--- config.mk ---
export PLATFORM = sky130hd
export DESIGN_NAME = pausable_media_reference_clock_flat
export DESIGN_NICKNAME = d
export VERILOG_FILES = /design/src/rtl/pmrc_pkg.sv /design/src/rtl/pmrc_if.sv /design/src/rtl/pausable_media_reference_clock.sv /design/src/flat_wrapper.sv
export VERILOG_INCLUDE_DIRS = /design/src /design/src/rtl
export SDC_FILE = /design/constraint.sdc
export NUM_CORES = 1
export LEC_CHECK = 0
export BUFFER_PORTS_ARGS = -buffer_cell sky130_fd_sc_hd__buf_2
export CAP_MARGIN = 20
export CORE_UTILIZATION = 55
export CTS_BUF_LIST = sky130_fd_sc_hd__clkbuf_4 sky130_fd_sc_hd__clkbuf_8
export DETAILED_ROUTE_END_ITERATION = 8
export PLACE_DENSITY = 0.84
export SYNTH_ARGS = -nofsm -noshare
export SYNTH_HDL_FRONTEND = slang
export SYNTH_SLANG_ARGS = --single-unit
--- constraint.sdc ---
create_clock -name clk -period 16 [get_ports clk]
set_input_delay 0 -clock clk [delete_from_list [all_inputs] [get_ports clk]]
set_output_delay 0 -clock clk [all_outputs]
set_load 0.02 [all_outputs]
--- src/rtl/pausable_media_reference_clock_macros.svh ---
// Assertion macros for the pausable media reference clock
`ifndef PAUSABLE_MEDIA_REFERENCE_CLOCK_MACROS_SVH
`define PAUSABLE_MEDIA_REFERENCE_CLOCK_MACROS_SVH

// check a property on every edge outside reset
`define PMRC_ASSERT(label, clk, rst_n, prop, msg) \
  label: assert property (@(posedge clk) disable iff (!rst_n) (prop)) else $error(msg);

// check that a condition leads to a result on the next edge
`define PMRC_ASSERT_NEXT(label, clk, rst_n, cond, res, msg) \
  label: assert property (@(posedge clk) disable iff (!rst_n) (cond) |=> (res)) else $error(msg);

`endif

--- src/rtl/pmrc_pkg.sv ---
// Package: types and constants of the pausable media reference clock
package pmrc_pkg;

  localparam int TIME_BITS_DEF = 48;
  localparam int NOW_BITS      = 48;
  localparam int OUT_BITS      = 48;
  localparam int CMD_BITS      = 4;
  localparam int FLAG_COUNT    = 6;

  localparam int FLAG_STARTED = 0;
  localparam int FLAG_PLAYING = 1;
  localparam int FLAG_PAUSED  = 2;
  localparam int FLAG_WAITING = 3;
  localparam int FLAG_SEEKED  = 4;
  localparam int FLAG_NONE    = 5;

  typedef logic [FLAG_COUNT-1:0] flags_t;

  localparam flags_t FLAGS_RESET = flags_t'(1) << FLAG_NONE;

  typedef enum logic [CMD_BITS-1:0] {
    CMD_PLAY         = 4'd0,
    CMD_PAUSE        = 4'd1,
    CMD_BEGIN_WAIT   = 4'd2,
    CMD_END_WAIT     = 4'd3,
    CMD_CANCEL_WAIT  = 4'd4,
    CMD_SEEK         = 4'd5,
    CMD_RESET        = 4'd6,
    CMD_RELOAD_START = 4'd7,
    CMD_QUERY        = 4'd8
  } cmd_t;

  typedef struct packed {
    logic signed [OUT_BITS-1:0] elapsed_ms;
    logic                       started;
    logic                       playing;
    logic                       paused;
    logic                       waiting;
    logic                       seeked;
    logic [OUT_BITS-1:0]        start_ms;
  } result_t;

endpackage

--- src/rtl/pmrc_if.sv ---
// Interfaces: command channel and result channel
interface pmrc_in_if;
  logic                               valid;
  logic                               ready;
  logic [pmrc_pkg::CMD_BITS-1:0]      command;
  logic [pmrc_pkg::NOW_BITS-1:0]      now_ms;

  modport source (output valid, command, now_ms, input ready);
  modport sink (input valid, command, now_ms, output ready);
endinterface

interface pmrc_out_if;
  logic                               valid;
  logic                               ready;
  logic signed [pmrc_pkg::OUT_BITS-1:0] elapsed_ms;
  logic                               started;
  logic                               playing;
  logic                               paused;
  logic                               waiting;
  logic                               seeked;
  logic [pmrc_pkg::OUT_BITS-1:0]      start_ms;

  modport source (output valid, elapsed_ms, started, playing, paused, waiting, seeked,
                  start_ms, input ready);
  modport sink (input valid, elapsed_ms, started, playing, paused, waiting, seeked,
                start_ms, output ready);
endinterface

--- src/rtl/pausable_media_reference_clock.sv ---
// Top level: pausable media reference clock with command and result channels
//
//   channel  dir  handshake     words
//   in_ch    in   valid/ready   command, now_ms
//   out_ch   out  valid/ready   elapsed_ms, flags, start_ms
//
// One word per cycle while in_ch.ready is high; results are registered.
// State updates and the result are computed in one pass from the state registers.
// An output register plus a one-word skid stage take one more word when out_ch stalls;
// in_ch.ready then stays low until the skid word moves to the output register.
// rst_n (synchronous) sets flags to none only, zeroes both stamps, empties both stages.
`include "pausable_media_reference_clock_macros.svh"

module pausable_media_reference_clock #(
  parameter int TIME_BITS = pmrc_pkg::TIME_BITS_DEF
) (
  input  logic       clk,
  input  logic       rst_n,
  pmrc_in_if.sink    in_ch,
  pmrc_out_if.source out_ch
);

  typedef logic [TIME_BITS-1:0] time_t;

  pmrc_pkg::flags_t  flags_r, flags_nxt;
  time_t             start_r, start_nxt;
  time_t             pause_r, pause_nxt;
  time_t             now_w;
  time_t             elapsed_w;
  pmrc_pkg::result_t res_w;
  pmrc_pkg::result_t out_data_r, skid_data_r;
  logic              out_valid_r, skid_valid_r;
  logic              in_acc;

  assign in_ch.ready = !skid_valid_r;
  assign in_acc      = in_ch.valid && in_ch.ready;
  assign now_w       = TIME_BITS'(in_ch.now_ms);

  always_comb begin
    flags_nxt = flags_r;
    start_nxt = start_r;
    pause_nxt = pause_r;
    case (pmrc_pkg::cmd_t'(in_ch.command))
      pmrc_pkg::CMD_PLAY: begin
        if (!flags_r[pmrc_pkg::FLAG_STARTED]) begin
          start_nxt = now_w;
          flags_nxt[pmrc_pkg::FLAG_STARTED] = 1'b1;
          flags_nxt[pmrc_pkg::FLAG_PLAYING] = 1'b1;
          flags_nxt[pmrc_pkg::FLAG_NONE]    = 1'b0;
        end else if (flags_r[pmrc_pkg::FLAG_PAUSED]) begin
          if (!flags_r[pmrc_pkg::FLAG_WAITING]) begin
            if (flags_r[pmrc_pkg::FLAG_SEEKED]) begin
              start_nxt = now_w;
              flags_nxt[pmrc_pkg::FLAG_SEEKED] = 1'b0;
            end else begin
              start_nxt = now_w - pause_r + start_r;
            end
            flags_nxt[pmrc_pkg::FLAG_NONE] = 1'b0;
          end
          flags_nxt[pmrc_pkg::FLAG_PLAYING] = 1'b1;
          flags_nxt[pmrc_pkg::FLAG_PAUSED]  = 1'b0;
        end
      end
      pmrc_pkg::CMD_PAUSE: begin
        if (!flags_r[pmrc_pkg::FLAG_WAITING]) begin
          pause_nxt = now_w;
        end
        flags_nxt[pmrc_pkg::FLAG_PAUSED]  = 1'b1;
        flags_nxt[pmrc_pkg::FLAG_PLAYING] = 1'b0;
      end
      pmrc_pkg::CMD_BEGIN_WAIT: begin
        if (!flags_r[pmrc_pkg::FLAG_STARTED]) begin
          pause_nxt = now_w;
          start_nxt = now_w;
          flags_nxt[pmrc_pkg::FLAG_STARTED] = 1'b1;
          flags_nxt[pmrc_pkg::FLAG_WAITING] = 1'b1;
          flags_nxt[pmrc_pkg::FLAG_NONE]    = 1'b0;
        end else begin
          if (!flags_r[pmrc_pkg::FLAG_PAUSED]) begin
            pause_nxt = now_w;
          end
          flags_nxt[pmrc_pkg::FLAG_WAITING] = 1'b1;
        end
      end
      pmrc_pkg::CMD_END_WAIT: begin
        if (flags_r[pmrc_pkg::FLAG_WAITING]) begin
          if (!flags_r[pmrc_pkg::FLAG_PAUSED]) begin
            if (flags_r[pmrc_pkg::FLAG_SEEKED]) begin
              start_nxt = now_w;
              flags_nxt[pmrc_pkg::FLAG_SEEKED] = 1'b0;
            end else begin
              start_nxt = now_w - pause_r + start_r;
            end
            flags_nxt[pmrc_pkg::FLAG_STARTED] = 1'b1;
            flags_nxt[pmrc_pkg::FLAG_NONE]    = 1'b0;
          end
          flags_nxt[pmrc_pkg::FLAG_WAITING] = 1'b0;
        end
      end
      pmrc_pkg::CMD_CANCEL_WAIT: begin
        flags_nxt[pmrc_pkg::FLAG_WAITING] = 1'b0;
      end
      pmrc_pkg::CMD_SEEK: begin
        if (flags_r[pmrc_pkg::FLAG_PAUSED] || flags_r[pmrc_pkg::FLAG_WAITING]) begin
          start_nxt = pause_r;
          flags_nxt[pmrc_pkg::FLAG_SEEKED] = 1'b1;
        end else begin
          start_nxt = now_w;
        end
        flags_nxt[pmrc_pkg::FLAG_STARTED] = 1'b1;
        flags_nxt[pmrc_pkg::FLAG_NONE]    = 1'b0;
      end
      pmrc_pkg::CMD_RESET: begin
        flags_nxt = pmrc_pkg::FLAGS_RESET;
        start_nxt = '0;
        pause_nxt = '0;
      end
      pmrc_pkg::CMD_RELOAD_START: begin
        start_nxt = now_w;
        flags_nxt[pmrc_pkg::FLAG_STARTED] = 1'b1;
        flags_nxt[pmrc_pkg::FLAG_NONE]    = 1'b0;
      end
      default: begin
      end
    endcase
  end

  always_comb begin
    if (!flags_nxt[pmrc_pkg::FLAG_STARTED]) begin
      elapsed_w = '0;
    end else if (flags_nxt[pmrc_pkg::FLAG_PAUSED] || flags_nxt[pmrc_pkg::FLAG_WAITING]) begin
      elapsed_w = pause_nxt - start_nxt;
    end else begin
      elapsed_w = now_w - start_nxt;
    end
    res_w.elapsed_ms = pmrc_pkg::OUT_BITS'(elapsed_w);
    res_w.started    = flags_nxt[pmrc_pkg::FLAG_STARTED];
    res_w.playing    = flags_nxt[pmrc_pkg::FLAG_PLAYING];
    res_w.paused     = flags_nxt[pmrc_pkg::FLAG_PAUSED];
    res_w.waiting    = flags_nxt[pmrc_pkg::FLAG_WAITING];
    res_w.seeked     = flags_nxt[pmrc_pkg::FLAG_SEEKED];
    res_w.start_ms   = pmrc_pkg::OUT_BITS'(start_nxt);
  end

  always_ff @(posedge clk) begin
    if (!rst_n) begin
      flags_r <= pmrc_pkg::FLAGS_RESET;
      start_r <= '0;
      pause_r <= '0;
    end else if (in_acc) begin
      flags_r <= flags_nxt;
      start_r <= start_nxt;
      pause_r <= pause_nxt;
    end
  end

  always_ff @(posedge clk) begin
    if (!rst_n) begin
      out_valid_r  <= 1'b0;
      skid_valid_r <= 1'b0;
    end else if (!out_valid_r || out_ch.ready) begin
      if (skid_valid_r) begin
        out_valid_r  <= 1'b1;
        skid_valid_r <= 1'b0;
      end else begin
        out_valid_r <= in_acc;
      end
    end else if (in_acc) begin
      skid_valid_r <= 1'b1;
    end
  end

  always_ff @(posedge clk) begin
    if (!out_valid_r || out_ch.ready) begin
      if (skid_valid_r) begin
        out_data_r <= skid_data_r;
      end else if (in_acc) begin
        out_data_r <= res_w;
      end
    end else if (in_acc) begin
      skid_data_r <= res_w;
    end
  end

  assign out_ch.valid      = out_valid_r;
  assign out_ch.elapsed_ms = out_data_r.elapsed_ms;
  assign out_ch.started    = out_data_r.started;
  assign out_ch.playing    = out_data_r.playing;
  assign out_ch.paused     = out_data_r.paused;
  assign out_ch.waiting    = out_data_r.waiting;
  assign out_ch.seeked     = out_data_r.seeked;
  assign out_ch.start_ms   = out_data_r.start_ms;

  `PMRC_ASSERT(a_skid_behind_out, clk, rst_n,
               !skid_valid_r || out_valid_r, "skid word without output word")
  `PMRC_ASSERT(a_started_not_none, clk, rst_n,
               flags_r[pmrc_pkg::FLAG_STARTED] != flags_r[pmrc_pkg::FLAG_NONE],
               "started and none flags disagree")
  `PMRC_ASSERT(a_seeked_started, clk, rst_n,
               !flags_r[pmrc_pkg::FLAG_SEEKED] || flags_r[pmrc_pkg::FLAG_STARTED],
               "seek pending while not started")
  `PMRC_ASSERT_NEXT(a_stall_fills_skid, clk, rst_n,
                    in_acc && out_valid_r && !out_ch.ready, skid_valid_r,
                    "stalled word not held in skid")

endmodule
--- src/flat_wrapper.sv ---
// flat-port wrapper written by rule: the top's interface ports become plain ports
module pausable_media_reference_clock_flat 
#(
  parameter int TIME_BITS = pmrc_pkg::TIME_BITS_DEF
)
  (clk, rst_n, in_ch_valid, in_ch_command, in_ch_now_ms, in_ch_ready, out_ch_valid, out_ch_elapsed_ms, out_ch_started, out_ch_playing, out_ch_paused, out_ch_waiting, out_ch_seeked, out_ch_start_ms, out_ch_ready);
  pmrc_in_if in_ch_i ();
  pmrc_out_if out_ch_i ();
  input  logic clk;
  input  logic rst_n;
  input wire logic [$bits(in_ch_i.valid)-1:0] in_ch_valid;
  input wire logic [$bits(in_ch_i.command)-1:0] in_ch_command;
  input wire logic [$bits(in_ch_i.now_ms)-1:0] in_ch_now_ms;
  output wire logic [$bits(in_ch_i.ready)-1:0] in_ch_ready;
  output wire logic [$bits(out_ch_i.valid)-1:0] out_ch_valid;
  output wire logic [$bits(out_ch_i.elapsed_ms)-1:0] out_ch_elapsed_ms;
  output wire logic [$bits(out_ch_i.started)-1:0] out_ch_started;
  output wire logic [$bits(out_ch_i.playing)-1:0] out_ch_playing;
  output wire logic [$bits(out_ch_i.paused)-1:0] out_ch_paused;
  output wire logic [$bits(out_ch_i.waiting)-1:0] out_ch_waiting;
  output wire logic [$bits(out_ch_i.seeked)-1:0] out_ch_seeked;
  output wire logic [$bits(out_ch_i.start_ms)-1:0] out_ch_start_ms;
  input wire logic [$bits(out_ch_i.ready)-1:0] out_ch_ready;
  assign in_ch_i.valid = in_ch_valid;
  assign in_ch_i.command = in_ch_command;
  assign in_ch_i.now_ms = in_ch_now_ms;
  assign in_ch_ready = in_ch_i.ready;
  assign out_ch_valid = out_ch_i.valid;
  assign out_ch_elapsed_ms = out_ch_i.elapsed_ms;
  assign out_ch_started = out_ch_i.started;
  assign out_ch_playing = out_ch_i.playing;
  assign out_ch_paused = out_ch_i.paused;
  assign out_ch_waiting = out_ch_i.waiting;
  assign out_ch_seeked = out_ch_i.seeked;
  assign out_ch_start_ms = out_ch_i.start_ms;
  assign out_ch_i.ready = out_ch_ready;
  pausable_media_reference_clock #(.TIME_BITS(TIME_BITS)) u_core (.clk(clk), .rst_n(rst_n), .in_ch(in_ch_i), .out_ch(out_ch_i));
endmodule
; After elaboration in Yosys (flattened, before gate mapping)
; Cells that the tools add are included.
; W data, S select, Z words.
[totals]
regBits = 305
out_inout_bits = 103
[classes]
reduce_logical = 13
n_eq_ne = 7
bitwise_logic = 2
n_addsub = 4
mux = 33
[ops]
columns = cell, count
row1 = $mux W48, 13
row2 = $pmux W48 S6, 1
row3 = $mux W101, 2
row4 = $pmux W48 S3, 1
row5 = $sub A48 B48 Y48, 3
row6 = $add A48 B48 Y48, 1
row7 = $eq A4 B3 Y1 const B, 4
row8 = $mux W1, 11
row9 = $eq A4 B2 Y1 const B, 2
row10 = $pmux W1 S3, 2
row11 = $pmux W2 S3, 1
row12 = $eq A4 B1 Y1 const B, 1
row13 = $logic_not A4 Y1, 1
row14 = $pmux W1 S4, 1
row15 = $reduce_and A2 Y1, 2
row16 = $reduce_or A2 Y1, 2
row17 = $reduce_or A4 Y1, 1
row18 = $logic_or A1 B1 Y1, 3
row19 = $logic_not A1 Y1, 2
row20 = $mux W2, 1
row21 = $not A1 Y1, 2
row22 = $reduce_bool A2 Y1, 1
row23 = $logic_and A1 B1 Y1, 1

; Logic depth before layout (Yosys ltp)
[depth]
ltp_word = 12
mapped_depth = 26

; Worst setup path after synthesis
; Ideal clock, no wire load.
[synth_timing]
kind = flip-flop to flip-flop
start = register u_core.skid_valid_r
end = register u_core.skid_data_r[0] in the netlist's numbering (enable)
setup_ns = 0.562
setup_slack_ns = 10.273
arrival_time_ns = 5.165
stages_incl_launch_ff = 6
cell_sequence = dfxtp_1 > clkbuf_1 > inv_2 > nand2_1 > clkbuf_1 > nor2_1
[synth_via]
elab_chain_cells = 3
[synth_lines]
columns = element, line
row1 = start: declaration, pausable_media_reference_clock.sv:32  ; logic out_valid_r, skid_valid_r;
row2 = start signal: assignment, pausable_media_reference_clock.sv:160  ; skid_valid_r <= 1'b0;
row3 = start signal: assignment, pausable_media_reference_clock.sv:164  ; skid_valid_r <= 1'b0;
row4 = start signal: assignment, pausable_media_reference_clock.sv:169  ; skid_valid_r <= 1'b1;
row5 = $logic_not A1 Y1, pausable_media_reference_clock.sv:35  ; assign in_ch.ready = !skid_valid_r;
row6 = $logic_and A1 B1 Y1, pausable_media_reference_clock.sv:36  ; assign in_acc = in_ch.valid && in_ch.ready;
row7 = $reduce_and A2 Y1 (no line), --
row8 = end signal: assignment, pausable_media_reference_clock.sv:181  ; skid_data_r <= res_w;
row9 = end: declaration, pausable_media_reference_clock.sv:31  ; pmrc_pkg::result_t out_data_r, skid_data_r;
; Every way passes these cells.
; A chain may end at the register's enable or synchronous reset.

; Worst setup path after layout
[layout_timing]
start = register u_core.start_r[0]
end = register u_core.out_data_r, in the netlist u_core.out_ch.elapsed_ms[41], data pin
[layout_via]
elab_chain_cells = 11
[layout_lines]
columns = element, line
row1 = start: declaration, pausable_media_reference_clock.sv:26  ; time_t start_r, start_nxt;
row2 = start signal: assignment, pausable_media_reference_clock.sv:152  ; start_r <= start_nxt;
row3 = $add A48 B48 Y48, "pausable_media_reference_clock.sv:56, pausable_media_reference_clock.sv:92"
row4 = $mux W48, "pausable_media_reference_clock.sv:52, pausable_media_reference_clock.sv:88"
row5 = $mux W48, pausable_media_reference_clock.sv:51  ; if (!flags_r[pmrc_pkg::FLAG_WAITING]) begin
row6 = $mux W48, pausable_media_reference_clock.sv:50  ; end else if (flags_r[pmrc_pkg::FLAG_PAUSED]) begin
row7 = $mux W48, pausable_media_reference_clock.sv:45  ; if (!flags_r[pmrc_pkg::FLAG_STARTED]) begin
row8 = $pmux W48 S6 *, pausable_media_reference_clock.sv:43  ; case (pmrc_pkg::cmd_t'(in_ch.command))
row9 = $sub A48 B48 Y48 (on tied branches), "pausable_media_reference_clock.sv:134, pausable_media_reference_clock.sv:132"
row10 = $mux W48 *, pausable_media_reference_clock.sv:131  ; end else if (flags_nxt[pmrc_pkg::FLAG_PAUSED] || flags_nxt[pmrc_pkg::FLAG_WAITING]) begin
row11 = $mux W48 *, pausable_media_reference_clock.sv:129  ; if (!flags_nxt[pmrc_pkg::FLAG_STARTED]) begin
row12 = $mux W101 *, pausable_media_reference_clock.sv:177  ; end else if (in_acc) begin
row13 = $mux W101 *, pausable_media_reference_clock.sv:175  ; if (skid_valid_r) begin
row14 = end signal: assignment, pausable_media_reference_clock.sv:176  ; out_data_r <= skid_data_r;
row15 = end signal: assignment, pausable_media_reference_clock.sv:178  ; out_data_r <= res_w;
row16 = end: declaration, pausable_media_reference_clock.sv:31
; Every way passes the cells marked *; elsewhere a longest branch is shown, timed or not. The select of a mux whose other input is x is not followed.

==> flow_metrics.py <==
metrics = {
    "pwr": {
        "power_uw": 2600,
        "leakage_uw": 0.00971,
        "power_density_nw_per_um2": 110,
        "ir_drop_mv": 0.0661,
    },
    "layout": {
        "seqCellArea_um2": 8130,
        "mostFrequentLayoutCells": "inv_1, nand2_1, nor2_1, edfxtp_1, a21oi_1",
        "final_util_pct": 63.1,
        "multi_input_area_um2": 11300,
        "layout.cells.non_filler": 3068,
        "drive_gt1_share_pct": 14.2,
        "final_nets": 2714,
        "syn_to_final_growth_pct": 13.3,
        "layout_commonest_cell": "inv_1",
        "fillers": 3131,
    },
    "timing": {
        "setup_viol": 0,
        "period_share_pct": 40.4,
        "slew_viol_final": 0,
        "final_hold_viol_count": 0,
        "setup_ws_ns": 9.54,
        "fin_tns_setup_ns": 0,
        "skew_ns": 0.0502,
        "min_period_ns": 6.46,
        "worst_pin_slew_ns": 1.02,
        "rsz0062_at_grt": "no",
        "maxSlewHeadroom_pct": 30.4,
        "fmax_ghz": 0.155,
    },
    "drt": {
        "vias_per_cell": 6.21,
        "num_vias": 19048,
        "drt-total-wl_um": 66100,
        "drc_errors": 0,
        "wl_per_cell_um": 21.6,
        "dr.pass1.iters": 6,
        "ant_nets": 0,
        "drt_iter0_drc": 2864,
    },
    "worst_hold_path": {
        "hp-class": "primary input to flip-flop",
    },
    "clocking": {
        "cts_buffer_depth": 3,
        "clk_latency_ns": 0.67,
        "cts_tree": "built",
        "cts_resized": 0,
        "htreeDepth": 2,
        "root_buffer": "clkbuf_8",
        "cts_buffers": 50,
        "path_clk_slew_ns": 0.07,
        "cts.sinks": 305,
    },
    "die": {
        "chipWidth_um": 197,
        "die_area_um2": 38800,
        "fp.dieH_um": 197,
        "rows": 71,
        "pin_count": 159,
        "initial_core_util_pct": 55.7,
        "core_um2": 37600,
    },
    "synth": {
        "synth_ff_type": "edfxtp_1",
        "ys_types": 93,
        "synth_warnings": 0,
        "synth-async-reset-ratio_pct": 0,
        "yosys.area.top_type": "edfxtp_1",
        "synth_cells": 2353,
        "synth_top_area_share_pct": 29.0,
        "ys_ff_latch": 305,
        "yosysSeqAreaShare_pct": 38.9,
        "syn_nets": 2552,
        "ys_top_cells_by_area": "edfxtp_1, dfxtp_1, ha_1",
        "synth-edff-count": 202,
        "syn_area_um2": 20900,
        "syn-mean-instance-area_um2": 8.89,
    },
    "worst_setup_path": {
        "arrival_ns": 6.83,
        "crit_type": "flip-flop to flip-flop",
        "critPathRequiredTime_ns": 16.37,
        "cp_max_fo": 6,
        "critPathLaunchType": "flip-flop",
        "rrSetupSlack_ns": 9.54,
        "end_kind": "flip-flop",
    },
    "placement": {
        "io_buffers": 158,
        "dp_hpwl_um": 47200,
        "place_inst": 2921,
        "place.gp.congestion": 0.953,
        "dp_slack_ns": 9.72,
    },
    "global_route": {
        "grt_pass1_vias": 17790,
        "antenna_found_initial": 1,
        "grt.overflow.total": 0,
        "grt_max_degree": 84,
        "track_usage_pct": 33.7,
        "grt_pass1_wl_um": 101000,
    },
    "run": {
        "maxCapViolCount": 0,
    },
    "run_status": {
        "status": "completed",
    },
}
## logic make-up after synthesis
| kind of cell | synth area share [%] |
|---|---|
| AO/OA/AOI/OAI | 24.5 |
| XOR/XNOR | 2.97 |
| adder cells (fa/ha/maj) | 10.3 |
| buffers and inverters | 7.29 |
| flip-flops | 38.9 |
| multiplexers | 2.43 |
| AND/OR/NAND/NOR | 13.6 |
## critical path, stage by stage (launching register included)
cell,delay (ns)
dfxtp_1,0.35
inv_1,0.07
ha_1,0.29
inv_1,0.04
ha_1,0.24
fa_1,0.47
a21o_1,0.17
a21oi_1,0.36
o21ai_1,0.18
a211oi_1,0.31
nand2_1,0.11
a21oi_1,0.23
xnor2_1,0.20
o221ai_1,0.22
and2_1,0.26
ha_1,0.39
a21oi_1,0.18
o21ai_1,0.11
a211o_1,0.30
o22ai_1,0.34
a211oi_1,0.11
or2_1,0.26
a221o_1,0.38
a221oi_2,0.26
xor2_1,0.25
o21ai_1,0.09
## synthesized netlist by cell type (14+ instances only)
| library cell | n |
|---|---|
| nor3_1 | 24 |
| clkbuf_1 | 98 |
| and2_1 | 16 |
| xnor2_1 | 50 |
| a22oi_1 | 53 |
| o21ai_1 | 31 |
| nand2_1 | 243 |
| nand3_1 | 30 |
| mux2_2 | 35 |
| fa_1 | 48 |
| o21ai_0 | 147 |
| ha_1 | 95 |
| o21a_1 | 31 |
| dfxtp_1 | 103 |
| nand2b_1 | 14 |
| a31oi_1 | 17 |
| a21o_1 | 49 |
| edfxtp_1 | 202 |
| nand4_1 | 19 |
| a222oi_1 | 22 |
| nor2_1 | 216 |
| a211oi_1 | 32 |
| inv_1 | 265 |
| a21oi_1 | 165 |
| o221ai_1 | 15 |
| xor2_1 | 21 |
| a221o_1 | 14 |
| o31ai_1 | 45 |
| o21bai_1 | 28 |
| buf_2 | 22 |
## state kept, by name, summed over array words and instances (netlist names)
signal                    cells
u_core.skid_valid_r           1
u_core.out_ch.start_ms       48
u_core.out_ch.seeked          1
u_core.out_ch.paused          1
u_core.out_ch.started         1
u_core.pause_r               48
u_core.out_ch.elapsed_ms     48
u_core.skid_data_r          101
u_core.out_ch.waiting         1
u_core.flags_r                5
u_core.start_r               48
u_core.out_ch.valid           1
u_core.out_ch.playing         1
## metal layers
metal / part of all wire, % / track usage, % / routed length, µm / vias up
li1: - / - / - / 8757
met1: 42 / 47.0 / 27500 / 9022
met2: 43 / 50.0 / 28500 / 1122
met3: 12 / 9.41 / 7990 / 147
met4: 3.2 / 11.9 / 2140 / 0
met5: 0 / 0 / 0 / -
## per-stage QoR
| step | hold slack [ns] | cell area [µm²] |
|---|---|---|
| 2_1_floorplan | 0.162 | 20900 |
| 5_1_grt | 0.121 | 23700 |
| 4_1_cts | 0.0448 | 23700 |
| 3_3_place_gp | 0.302 | 22100 |
| 3_5_place_dp | 0.311 | 22100 |
| 6_report | 0.0720 | 23700 |
## worst paths after layout
kind / start / to / cells past startpoint
hold reg to reg: u_core.flags_r[1] / u_core.flags_r[1] / 2
setup reg to reg: u_core.start_r[0] / u_core.out_ch.elapsed_ms[41] / 25
setup / recovery: u_core.start_r[0] / u_core.out_ch.elapsed_ms[41] / 25
hold / removal: in_ch_command[0] / u_core.flags_r[4] / 5
## area by class of cell
type	instances	share of cell area, %
multi-input combinational	1650	47.9
sequential	305	34.3
timing repair buffer	238	6.43
inverter	270	4.28
clock buffer	71	3.73
tap	511	2.70
clock inverter	22	0.697
antenna	1	0.0106
## where the power goes
part	switching (µW)	total, µW	internal (µW)
clock network	335	725	391
logic	602	934	332
registers	22.2	938	916
## timing repair
item                                   4_1_cts  5_1_grt
setup buffers                                0        0
endpoints found under the hold margin      110        0
hold buffers                                53        0
No activity file was read; power rests on OpenSTA's default activity.
